[src/rtl/ktt_pkg.sv]
// Types, codes and default sizes for the keyed tally table.
`default_nettype none
package ktt_pkg;

	localparam int DEF_TABLE_ENTRIES = 32;
	localparam int DEF_KEY_CHARS     = 8;

	localparam int KEY_W    = 64;
	localparam int CARTON_W = 7;
	localparam int SLOT_W   = 5;
	localparam int SUM_W    = 16;

	localparam logic [SUM_W-1:0] SUM_MAX = {SUM_W{1'b1}};

	typedef enum logic [1:0] {
		OP_CLEAR = 2'd0,
		OP_ACCUM = 2'd1,
		OP_READ  = 2'd2,
		OP_NONE  = 2'd3
	} op_t;

	typedef enum logic [1:0] {
		ST_UPDATED  = 2'd0,
		ST_INSERTED = 2'd1,
		ST_FULL     = 2'd2,
		ST_DONE     = 2'd3
	} status_t;

	typedef struct packed {
		logic [1:0]          op;
		logic [KEY_W-1:0]    product_key;
		logic [CARTON_W-1:0] carton_number;
		logic [SLOT_W-1:0]   slot_index;
	} cmd_t;

	typedef struct packed {
		logic [1:0]        status;
		logic [SLOT_W-1:0] slot;
		logic              slot_valid;
		logic [KEY_W-1:0]  entry_key;
		logic [SUM_W-1:0]  record_count;
		logic [SUM_W-1:0]  carton_total;
		logic [SLOT_W-1:0] last_slot;
	} result_t;

	typedef struct packed {
		op_t                 op;
		logic [KEY_W-1:0]    key;
		logic [CARTON_W-1:0] cartons;
		logic [SLOT_W-1:0]   slot_index;
	} task_t;

endpackage
`default_nettype wire

[src/rtl/ktt_front.sv]
// Request intake: key normalization and decode into a queued task.
`default_nettype none
module ktt_front import ktt_pkg::*; #(
	parameter int KEY_CHARS = DEF_KEY_CHARS
) (
	input  wire logic  start,
	input  wire cmd_t  cmd,
	input  wire logic  full,
	output logic       push,
	output task_t      entry
);

	function automatic logic [KEY_W-1:0] norm_key(input logic [KEY_W-1:0] k);
		logic [KEY_W-1:0] r;
		logic             alive;
		logic [7:0]       ch;
		r     = '0;
		alive = 1'b1;
		for (int b = 0; b < KEY_CHARS; b++) begin
			ch = k[KEY_W-1-8*b -: 8];
			if (ch == 8'd0) begin
				alive = 1'b0;
			end
			if (alive) begin
				r[KEY_W-1-8*b -: 8] = ch;
			end
		end
		return r;
	endfunction

	always_comb begin
		push             = start & ~full;
		entry.op         = op_t'(cmd.op);
		entry.key        = norm_key(cmd.product_key);
		entry.cartons    = cmd.carton_number;
		entry.slot_index = cmd.slot_index;
	end

endmodule
`default_nettype wire

[src/rtl/ktt_queue.sv]
// Two-entry task queue between intake and execution.
`default_nettype none
module ktt_queue import ktt_pkg::*; (
	input  wire logic  clk,
	input  wire logic  arst_n,
	input  wire logic  push,
	input  wire task_t wr_data,
	input  wire logic  pop,
	output task_t      rd_data,
	output logic       empty,
	output logic       full
);

	task_t      slots_q [2];
	logic       wr_ptr_q;
	logic       rd_ptr_q;
	logic [1:0] fill_q;

	always_ff @(posedge clk or negedge arst_n) begin
		if (!arst_n) begin
			wr_ptr_q <= 1'b0;
			rd_ptr_q <= 1'b0;
			fill_q   <= 2'd0;
		end else begin
			if (push) begin
				wr_ptr_q <= ~wr_ptr_q;
			end
			if (pop) begin
				rd_ptr_q <= ~rd_ptr_q;
			end
			if (push && !pop) begin
				fill_q <= fill_q + 2'd1;
			end else if (pop && !push) begin
				fill_q <= fill_q - 2'd1;
			end
		end
	end

	always_ff @(posedge clk) begin
		if (push) begin
			slots_q[wr_ptr_q] <= wr_data;
		end
	end

	assign rd_data = slots_q[rd_ptr_q];
	assign empty   = (fill_q == 2'd0);
	assign full    = (fill_q == 2'd2);

endmodule
`default_nettype wire

[src/rtl/ktt_back.sv]
// Execution engine: key scan, tally update, slot read and table clear.
`default_nettype none
module ktt_back import ktt_pkg::*; #(
	parameter int TABLE_ENTRIES = DEF_TABLE_ENTRIES
) (
	input  wire logic  clk,
	input  wire logic  arst_n,
	input  wire logic  empty,
	input  wire task_t task_in,
	output logic       pop,
	output logic       done,
	output result_t    result
);

	localparam int IW = (TABLE_ENTRIES > 1) ? $clog2(TABLE_ENTRIES) : 1;
	localparam int XW = ((IW > SLOT_W) ? IW : SLOT_W) + 1;
	localparam logic [IW-1:0] LAST_IDX = IW'(TABLE_ENTRIES - 1);

	typedef enum logic [4:0] {
		S_IDLE  = 5'b00001,
		S_SCAN  = 5'b00010,
		S_FETCH = 5'b00100,
		S_WB    = 5'b01000,
		S_RDOUT = 5'b10000
	} state_t;

	state_t             state_q;
	task_t              cmd_q;
	logic [TABLE_ENTRIES-1:0] valid_q;
	logic [IW-1:0]      last_q;
	logic [IW-1:0]      ptr_q;
	logic               issue_done_q;
	logic               chk_s1;
	logic [IW-1:0]      idx_s1;
	logic               free_found_q;
	logic [IW-1:0]      free_q;
	logic [IW-1:0]      tgt_q;
	logic               insert_q;
	logic               done_q;
	result_t            result_q;

	logic [KEY_W-1:0]   key_mem [TABLE_ENTRIES];
	logic [SUM_W-1:0]   cnt_mem [TABLE_ENTRIES];
	logic [SUM_W-1:0]   ctn_mem [TABLE_ENTRIES];
	logic [KEY_W-1:0]   key_rd_q;
	logic [SUM_W-1:0]   cnt_rd_q;
	logic [SUM_W-1:0]   ctn_rd_q;

	logic [IW-1:0]      rd_addr;
	logic               mem_we;
	logic [SUM_W-1:0]   cnt_base;
	logic [SUM_W-1:0]   ctn_base;
	logic [SUM_W-1:0]   cnt_new;
	logic [SUM_W:0]     ctn_sum;
	logic [SUM_W-1:0]   ctn_new;
	logic [XW-1:0]      qidx_x;
	logic [XW-1:0]      cidx_x;
	logic [IW-1:0]      cidx;
	logic               cidx_ok;
	logic               hit_now;

	always_comb begin
		qidx_x   = XW'(task_in.slot_index);
		cidx_x   = XW'(cmd_q.slot_index);
		cidx     = cidx_x[IW-1:0];
		cidx_ok  = (cidx_x < XW'(TABLE_ENTRIES));
		hit_now  = chk_s1 && valid_q[idx_s1] && (key_rd_q == cmd_q.key);
		pop      = (state_q == S_IDLE) && !empty;
		mem_we   = (state_q == S_WB);
		cnt_base = insert_q ? '0 : cnt_rd_q;
		ctn_base = insert_q ? '0 : ctn_rd_q;
		cnt_new  = (cnt_base == SUM_MAX) ? SUM_MAX : cnt_base + SUM_W'(1);
		ctn_sum  = {1'b0, ctn_base} + (SUM_W+1)'(cmd_q.cartons);
		ctn_new  = ctn_sum[SUM_W] ? SUM_MAX : ctn_sum[SUM_W-1:0];
		unique case (state_q)
			S_IDLE:  rd_addr = qidx_x[IW-1:0];
			S_SCAN:  rd_addr = ptr_q;
			default: rd_addr = tgt_q;
		endcase
	end

	always_ff @(posedge clk) begin
		key_rd_q <= key_mem[rd_addr];
		cnt_rd_q <= cnt_mem[rd_addr];
		ctn_rd_q <= ctn_mem[rd_addr];
		if (mem_we) begin
			cnt_mem[tgt_q] <= cnt_new;
			ctn_mem[tgt_q] <= ctn_new;
			if (insert_q) begin
				key_mem[tgt_q] <= cmd_q.key;
			end
		end
	end

	always_ff @(posedge clk) begin
		if (pop) begin
			cmd_q <= task_in;
		end
	end

	always_ff @(posedge clk or negedge arst_n) begin
		if (!arst_n) begin
			state_q      <= S_IDLE;
			valid_q      <= '0;
			last_q       <= '0;
			ptr_q        <= '0;
			issue_done_q <= 1'b0;
			chk_s1       <= 1'b0;
			idx_s1       <= '0;
			free_found_q <= 1'b0;
			free_q       <= '0;
			tgt_q        <= '0;
			insert_q     <= 1'b0;
			done_q       <= 1'b0;
			result_q     <= '0;
		end else begin
			done_q <= 1'b0;
			unique case (state_q)
				S_IDLE: begin
					if (!empty) begin
						result_q        <= '0;
						result_q.status <= ST_DONE;
						result_q.last_slot <= SLOT_W'(last_q);
						unique case (task_in.op)
							OP_CLEAR: begin
								valid_q            <= '0;
								last_q             <= '0;
								result_q.last_slot <= '0;
								done_q             <= 1'b1;
							end
							OP_ACCUM: begin
								ptr_q        <= '0;
								issue_done_q <= 1'b0;
								chk_s1       <= 1'b0;
								free_found_q <= 1'b0;
								state_q      <= S_SCAN;
							end
							OP_READ: begin
								state_q <= S_RDOUT;
							end
							default: begin
								done_q <= 1'b1;
							end
						endcase
					end
				end
				S_SCAN: begin
					chk_s1 <= !issue_done_q;
					idx_s1 <= ptr_q;
					if (!issue_done_q) begin
						if (ptr_q == LAST_IDX) begin
							issue_done_q <= 1'b1;
						end else begin
							ptr_q <= ptr_q + IW'(1);
						end
					end
					if (chk_s1 && !valid_q[idx_s1] && !free_found_q) begin
						free_found_q <= 1'b1;
						free_q       <= idx_s1;
					end
					if (hit_now) begin
						tgt_q    <= idx_s1;
						insert_q <= 1'b0;
						chk_s1   <= 1'b0;
						state_q  <= S_FETCH;
					end else if (chk_s1 && idx_s1 == LAST_IDX) begin
						chk_s1 <= 1'b0;
						if (free_found_q || !valid_q[idx_s1]) begin
							tgt_q    <= free_found_q ? free_q : idx_s1;
							insert_q <= 1'b1;
							state_q  <= S_FETCH;
						end else begin
							result_q           <= '0;
							result_q.status    <= ST_FULL;
							result_q.last_slot <= SLOT_W'(last_q);
							done_q             <= 1'b1;
							state_q            <= S_IDLE;
						end
					end
				end
				S_FETCH: begin
					state_q <= S_WB;
				end
				S_WB: begin
					valid_q[tgt_q]        <= 1'b1;
					result_q.status       <= insert_q ? ST_INSERTED : ST_UPDATED;
					result_q.slot         <= SLOT_W'(tgt_q);
					result_q.slot_valid   <= 1'b1;
					result_q.entry_key    <= cmd_q.key;
					result_q.record_count <= cnt_new;
					result_q.carton_total <= ctn_new;
					if (insert_q) begin
						last_q             <= tgt_q;
						result_q.last_slot <= SLOT_W'(tgt_q);
					end else begin
						result_q.last_slot <= SLOT_W'(last_q);
					end
					done_q  <= 1'b1;
					state_q <= S_IDLE;
				end
				S_RDOUT: begin
					result_q.status    <= ST_DONE;
					result_q.slot      <= cmd_q.slot_index;
					result_q.last_slot <= SLOT_W'(last_q);
					if (cidx_ok && valid_q[cidx]) begin
						result_q.slot_valid   <= 1'b1;
						result_q.entry_key    <= key_rd_q;
						result_q.record_count <= cnt_rd_q;
						result_q.carton_total <= ctn_rd_q;
					end else begin
						result_q.slot_valid   <= 1'b0;
						result_q.entry_key    <= '0;
						result_q.record_count <= '0;
						result_q.carton_total <= '0;
					end
					done_q  <= 1'b1;
					state_q <= S_IDLE;
				end
				default: begin
					state_q <= S_IDLE;
				end
			endcase
		end
	end

	assign done   = done_q;
	assign result = result_q;

endmodule
`default_nettype wire

[src/rtl/keyed_tally_table_core.sv]
// Top level of the keyed tally table: intake, task queue and execution engine.
//
//   channel   accept           payload   fields
//   request   start & !busy    cmd       op, product_key, carton_number, slot_index
//   result    done (1 cycle)   result    status, slot, slot_valid, entry_key, sums, last_slot
//
// Accumulate goes from the queue head through the key scan, fetch and write-back to done; the
// scan stops at the first hit, and runs through every slot for an insert or a hit in the last
// slot; a full table drops the request when the scan ends. The scan checks one key per cycle.
// Read goes from the queue head through the readout state to done; clear and unused ops finish from idle.
// Two requests queue ahead of the engine; busy rises only when both are held.
// The result receiver cannot stall. Reset empties the table through the valid bits.
`default_nettype none
module keyed_tally_table_core import ktt_pkg::*; #(
	parameter int TABLE_ENTRIES = DEF_TABLE_ENTRIES,
	parameter int KEY_CHARS     = DEF_KEY_CHARS
) (
	input  wire logic clk,
	input  wire logic arst_n,
	input  wire logic start,
	output logic      busy,
	input  wire cmd_t cmd,
	output logic      done,
	output result_t   result
);

	logic  push;
	logic  pop;
	logic  empty;
	logic  full;
	task_t wr_task;
	task_t rd_task;

	ktt_front #(
		.KEY_CHARS(KEY_CHARS)
	) u_front (
		.start(start),
		.cmd  (cmd),
		.full (full),
		.push (push),
		.entry(wr_task)
	);

	ktt_queue u_queue (
		.clk    (clk),
		.arst_n (arst_n),
		.push   (push),
		.wr_data(wr_task),
		.pop    (pop),
		.rd_data(rd_task),
		.empty  (empty),
		.full   (full)
	);

	ktt_back #(
		.TABLE_ENTRIES(TABLE_ENTRIES)
	) u_back (
		.clk    (clk),
		.arst_n (arst_n),
		.empty  (empty),
		.task_in(rd_task),
		.pop    (pop),
		.done   (done),
		.result (result)
	);

	assign busy = full;

endmodule
`default_nettype wire
[config.mk]
export PLATFORM = sky130hd
export DESIGN_NAME = keyed_tally_table_core
export DESIGN_NICKNAME = d
export VERILOG_FILES = /design/src/rtl/ktt_pkg.sv /design/src/rtl/ktt_front.sv /design/src/rtl/ktt_queue.sv /design/src/rtl/ktt_back.sv /design/src/rtl/keyed_tally_table_core.sv
export SDC_FILE = /design/constraint.sdc
export NUM_CORES = 2
export LEC_CHECK = 0
export BUFFER_PORTS_ARGS = -buffer_cell sky130_fd_sc_hd__buf_2
export CORE_ASPECT_RATIO = 1.75
export CORE_MARGIN = 5
export CORE_UTILIZATION = 25
export DETAILED_ROUTE_END_ITERATION = 16
export GPL_TIMING_DRIVEN = 0
export PLACE_DENSITY_LB_ADDON = 0.05
export SYNTH_ARGS = -nofsm -noshare
export SYNTH_HDL_FRONTEND = slang
export SYNTH_SLANG_ARGS = --single-unit
[constraint.sdc]
create_clock -name clk -period 10.1 [get_ports clk]
set_input_delay 1.01 -clock clk [delete_from_list [all_inputs] [get_ports clk]]
set_output_delay 1.01 -clock clk [all_outputs]
set_load 0.02 [all_outputs]
# Word level (Yosys, flattened, before mapping)
# Memory sizes are Yosys's and may differ from the RTL's. A register that Yosys moved wholly into a read port is not among the register bits.
# Index checks and enable logic that the tools add are counted.
[classes]
order_cmp = 4
n_eq_ne = 23
muxes = 84
n_addsub = 5
n_reduce_logical = 43
n_bitwise = 5
[ops]
columns = ["operator", "count"]
rows = [
  ["2-to-1 mux 109 bit", 4],
  ["case mux 109 bit (4 select lines)", 1],
  ["2-to-1 mux 97 bit", 1],
  ["2-to-1 mux 5 bit", 14],
  ["== test 64 bit", 1],
  ["logical NOT 8 bit", 8],
  ["2-to-1 mux 16 bit", 4],
  ["2-to-1 mux 32 bit", 2],
  ["2-to-1 mux 8 bit", 8],
  ["case mux 32 bit (2 select lines)", 1],
  ["case mux 5 bit (2 select lines)", 4],
  ["2-to-1 mux 1 bit", 34],
  ["OR 32 bit", 1],
  ["< comparator 5 x 6 -> 1 bit (second input constant)", 3],
  ["adder 16 x 7 -> 17 bit", 1],
  ["adder 16 x 1 -> 16 bit (second input constant)", 1],
  ["== test 16 bit (second input constant)", 1],
  ["== test 5 bit (second input constant)", 3],
  ["case mux 5 bit (3 select lines)", 1],
  ["!= test 2 bit (second input constant)", 7],
  ["AND reduction 3 bit", 4],
  ["binary-select mux 1 bit (select 5 bit)", 2],
  ["AND reduction 5 bit", 2],
  ["nonzero test 2 bit", 5],
  ["28 further kinds", 51],
]
[word_totals]
register_bits = 256
mem_bits_rw = 3228
in_bits = 81
word_cells = 193
mem_count = 4
[mem_list]
columns = ["memory", "words", "width", "rd", "rd_clocked_by_memory_dff", "wr", "line", "rtl"]
rows = [
  ["u_back.key_mem", 32, 64, 1, 1, 1, "ktt_back.sv:42", "logic [KEY_W-1:0] key_mem [TABLE_ENTRIES];"],
  ["u_back.cnt_mem", 32, 16, 1, 1, 1, "ktt_back.sv:43", "logic [SUM_W-1:0] cnt_mem [TABLE_ENTRIES];"],
  ["u_back.ctn_mem", 32, 16, 1, 1, 1, "ktt_back.sv:44", "logic [SUM_W-1:0] ctn_mem [TABLE_ENTRIES];"],
  ["u_queue.slots_q", 2, 78, 1, 0, 1, "ktt_queue.sv:14", "task_t slots_q [2];"],
]

# Longest topological paths before layout
[depth]
word_depth = 10
mapped_depth = 15
mapped_depth_nobuf = 10

# Modules after synthesis
# A second synthesis with hierarchy kept.
[unflattened]
cells_unflattened = 9939
area_unflattened_um2 = 139891.7
[by_module_without_submodules]
columns = ["mod", "n_inst", "area_per_inst_um2", "cells_per_inst"]
rows = [
  ["ktt_back", 1, 133221.5, 9535],
  ["ktt_queue", 1, 5850.6, 259],
  ["ktt_front", 1, 819.5, 145],
]

# Worst setup path after synthesis
# No wires, ideal clock.
[synth_path]
path_kind = "register to register"
from = "reg u_back.state_q[0]"
to = "mem u_back.key_mem[25][0] (enable)"
path_stages_with_launch = 8
path_slack_ns = 1.793
arrival_time_ns = 7.662
required_ns = 9.455
cell_sequence = "dfstp_2 > buf_4 > nor2_1 > nor4bb_1 > clkbuf_1 > nand2_1 > clkbuf_1 > nor4_1"
[synth_via]
elab_chain_len = 3
[synth_rtl]
columns = ["item", "line", "rtl"]
rows = [
  ["start: declaration", "ktt_back.sv:27", "state_t state_q;"],
  ["start signal: assignment", "ktt_back.sv:103", "state_q <= S_IDLE;"],
  ["start signal: assignment", "ktt_back.sv:136", "state_q <= S_SCAN;"],
  ["start signal: assignment", "ktt_back.sv:139", "state_q <= S_RDOUT;"],
  ["== test 5 x 4 -> 1 bit", "ktt_back.sv:69", "mem_we = (state_q == S_WB);"],
  ["2-to-1 mux 1 bit", "ktt_back.sv:86", "if (mem_we) begin"],
  ["2-to-1 mux 1 bit (not written as such)", "ktt_back.sv:90", "key_mem[tgt_q] <= cmd_q.key;"],
  ["end: declaration", "ktt_back.sv:42", ""],
]
# No other way between the ends.

# Worst setup path in the final report
[layout_path]
from = "reg u_back.state_q[0]"
to = "reg u_back.cnt_rd_q[14], read port of u_back.cnt_mem"
[layout_via]
elab_chain_len = 2
elab_cells_between_ends = 3
[layout_rtl]
columns = ["item", "line", "rtl"]
rows = [
  ["== test 5 x 2 -> 1 bit or == test 5 x 1 -> 1 bit (tied branches)", "ktt_back.sv:75", "unique case (state_q)"],
  ["case mux 5 bit (2 select lines) (*)", "ktt_back.sv:75", ""],
  ["end: declaration", "ktt_back.sv:46", "logic [SUM_W-1:0] cnt_rd_q;"],
]
# Every way passes the cells marked *; elsewhere a longest branch is shown, timed or not.
# A chain may end at the register's enable or synchronous reset.

==> key figures <==
Critical path
  – R2R cell count: 11
  – FF-to-FF setup slack: 1.91 ns
  – Crit Reg-Reg Startpoint: u_back.state_q[0]$_DFFE_PN1P_
  – WS Path Type: reg -> reg
  – Worst setup SP type: register
  – Crit path max-delay cell type: o21ai_0
  – Crit. End Element: register
  – Arr. time, crit path: 8.96 ns
  – Worst Setup SP: u_back.state_q[0]$_DFFE_PN1P_
  – Crit Path Max Fanout: 10
  – Critical Path RT: 10.87 ns
  – Crit path largest cell delay: 1.04 ns
  – Worst-path cell chain: buf_4 > nor3b_1 > nand3_1 > nand3_2 > buf_2 > buf_4 > buf_2 > a221oi_1 > o21ai_0 > o32ai_1 > nor4_1
  – Worst setup path endpoint: u_back.cnt_rd_q[14]$_DFF_P_
  – Reg2reg end: u_back.cnt_rd_q[14]$_DFF_P_

Detailed routing
  – # DRC: 0
  – Routed wire length per instance: between 40 and 50 um
  – Antenna Nets Post-Route: 0
  – DRT Pass-1 Iters: 6
  – Via density: 5.10
  – Initial DRC Count: 9924
  – Vias: ~94000
  – Post-Route WL: 812000 um

Clocking
  – Post-CTS setup buffer count: 0
  – Sink Count: 3580
  – Root Buffer: clkbuf_16
  – Post-CTS Hold Fix Bufs: 1
  – Cts bufs inserted: 360
  – Clock H-tree levels: 5
  – Clk slew on worst S/H paths: 0.07 ns
  – Clock latency on the worst-skew pair: 0.98 ns
  – Clock Tree Buf Depth: 4
  – CTS tree: done
  – CTS resizes: 0

STA
  – Worst slew pin tran: between 1.5 and 2 ns
  – Final Hold Fails: 0
  – Tmin final: 8.19 ns
  – RSZ-0062 raised after global routing: false
  – # setup viols final: 0
  – Final period util: about 80%
  – Post-route setup TNS: 0 ns
  – Final Max Tran Viols: 9
  – Fmax: 122 MHz
  – Worst hold slack: 0.253 ns
  – Rel. slew slack: -4.73%
  – Clk_skew: 0.0683 ns

Synth
  – Sequential area share after synthesis: about 74%
  – Netlist cell types: 96
  – Synth Register Bits: 3580
  – Synthesized area: 142000 sq um
  – Number of synthesized flops with an enable pin: 3304
  – Average cell area after synthesis: 15.5 sq um
  – Synth Flop Type: edfxtp_1
  – Synth warnings: 0
  – Syn nets: roughly 9300
  – Synth async-reset ratio: 5.03%
  – Gate Count Post-Synth: 9178

Placement
  – Gp weighted congestion: between 0.8 and 0.9
  – IO Port Bufs: about 190
  – Final HPWL DP: around 640000 um

Global routing
  – Initial antenna violation count: 103
  – GR Overflow Total: 0
  – First-pass GRT wire length: about 1000000 um
  – Total Routing Usage GR: between 20% and 30%
  – Pin count of the biggest net entering global routing: 96
  – Vias in the first global route: 93676

Floorplan
  – Chip Height: 1010 um
  – Die span in x: 579 um
  – Initial Util: 25.0%
  – Core Footprint: 566000 sq um
  – FP Rows: about 370
  – Die area: between 500000 and 600000 sq um
  – I/O Pins: 192

Finish
  – # nets final: ~11000
  – Area growth, synth to finish: 23.6%
  – Highest-count cells in the layout ignoring fill and taps: 3304 x edfxtp_1, 1306 x nand2_1, 950 x mux2i_1, 427 x buf_2, 413 x nand3_1
  – Commonest non-fill, non-tap cell in the layout: edfxtp_1
  – Layout cell share with drive strength beyond 1: 19.4%

Power
  – Max VDD drop: 312 uV
  – Pwr dens: 369 nW/um^2
  – Leak Pwr: ~60 nW
  – Final Total Pwr: 0.0647 W

Min path
  – Worst hold path class: in -> reg

Outcome
  – Failing checks: max-capacitance violations, max-slew violations
  – Status: finished, violations left

Job
  – Max-Cap Viols: 3
worst min path at each step:
stage                                                  to  slack [ns]  depth (start not counted)                            from
final                     u_queue.slots_q[1][2]$_DFFE_PP_        0.25                          1                          cmd[2]
after global routing      u_queue.slots_q[1][1]$_DFFE_PP_        0.23                          1                          cmd[1]
after CTS                 u_queue.slots_q[1][2]$_DFFE_PP_        0.18                          1                          cmd[2]
after detailed placement     u_back.last_q[1]$_DFFE_PN0P_        0.49                          1    u_back.last_q[1]$_DFFE_PN0P_
after global placement     u_back.valid_q[21]$_DFFE_PN0P_        0.47                          1  u_back.valid_q[21]$_DFFE_PN0P_
after floorplan              u_back.result[5]$_DFFE_PN0P_        0.45                          2      u_back.ctn_rd_q[0]$_DFF_P_
synth_stat cells (15+ instances only):
cell       instances  area share, %
edfxtp_1        3304             70
nand2_1         1313            3.5
mux2i_1          950            6.7
nand3_1          414            1.5
a22oi_1          266            1.4
clkbuf_1         238           0.63
a21oi_1          237           0.84
buf_2            225           0.79
dfrtp_1          179            3.2
o21ai_0          147           0.52
a31oi_1          143           0.63
a32oi_1          126           0.78
a211oi_1         103           0.54
a221oi_1          98           0.60
dfxtp_1           96            1.4
nor2_1            95           0.25
mux2_2            84           0.67
nand4_1           80           0.35
o211ai_1          77           0.41
inv_1             70           0.19
xnor2_1           64           0.40
and2_1            59           0.26
nor3_1            59           0.21
o22ai_1           58           0.26
and3_1            55           0.24
buf_4             51           0.27
a21o_1            40           0.21
o2111ai_1         40           0.25
buf_1             39           0.10
nor4_1            35           0.15
nand2b_1          32           0.14
o221ai_1          27           0.17
buf_6             26           0.21
and4_1            25           0.15
o32ai_1           23           0.14
mux4_2            22           0.35
o31a_1            20           0.12
or4_1             20           0.11
a2111oi_0         15          0.093
nor3b_1           15          0.079
o211a_1           15           0.11
kinds of logic (layout without fill, tap and decap cells):
kind of cell    after synthesis  after routing  synth area share (%)
other cells                   0             84                     0
fa+ha+maj                    15             15                 0.138
simple gates               2263           2263                  7.26
compound gates             1533           1533                  7.72
buf+inv                     654           2288                  2.23
mux                        1056           1056                  7.72
xor+xnor                     77             77                 0.481
flops                      3580           3580                  74.5
sequential cells by signal, indices dropped and copies added (netlist names), 2 cells and up:
register	flops
u_back.cmd_q	71
u_queue.fill_q	2
u_back.last_q	5
u_back.free_q	5
u_back.key_rd_q	64
u_back.cnt_mem	512
u_back.valid_q	32
u_back.cnt_rd_q	16
u_queue.slots_q	156
u_back.result	109
u_back.key_mem	2048
u_back.ptr_q	5
u_back.idx_s1	5
u_back.tgt_q	5
u_back.ctn_rd_q	16
u_back.cidx	5
u_back.ctn_mem	512
u_back.state_q	5
area by class of cell:
type | instances | area, sq um
antenna | 84 | 210
buffer | 583 | 2950
clock buffer | 458 | 9610
clock inverter | 206 | 1870
fill | 56227 | 391000
inverter | 71 | 269
multi-input combinational | 4944 | 33700
sequential | 3580 | 106000
tap | 7544 | 9440
timing repair buffer | 970 | 11700
where the power goes:
| group | switching, W | internal [W] | leakage (nW) | total (W) |
|---|---|---|---|---|
| sequential | 0.00144 | 0.0194 | 33.1 | 0.0208 |
| combinational | 0.0229 | 0.00732 | 21.0 | 0.0302 |
| clock | 0.00621 | 0.00748 | 5.60 | 0.0137 |
per-stage QoR:
step / instances / utilization, % / cell area, sq um / worst slack, ns
global placement: 16913 / 26.9 / 152000 / -14.94
CTS: 18350 / 30.9 / 175000 / 1.60
floorplan: 9178 / - / 142000 / 1.79
finish: 18440 / 31.0 / 175000 / 1.91
global route: 18417 / 31.0 / 175000 / 2.19
detailed placement: 17685 / 28.9 / 164000 / 1.60
worst max-delay path, delay by kind of cell, from the launching register on:
kind / cells / cell delay [ns]
AND/OR/NAND/NOR: 4 / 2.96
flip-flops: 1 / 0.55
AO/OA/AOI/OAI: 3 / 1.77
buffers and inverters: 4 / 2.64
per-layer routing:
| metal | up-vias | track usage (%) | part of all wire [%] |
|---|---|---|---|
| li1 | 38607 | - | - |
| met1 | 49797 | 27.4 | 33 |
| met2 | 4147 | 49.9 | 53 |
| met3 | 1467 | 3.95 | 5.1 |
| met4 | 10 | 19.8 | 8.9 |
| met5 | - | 0 | 0.0069 |
No activity file was read; power rests on OpenSTA's default activity.
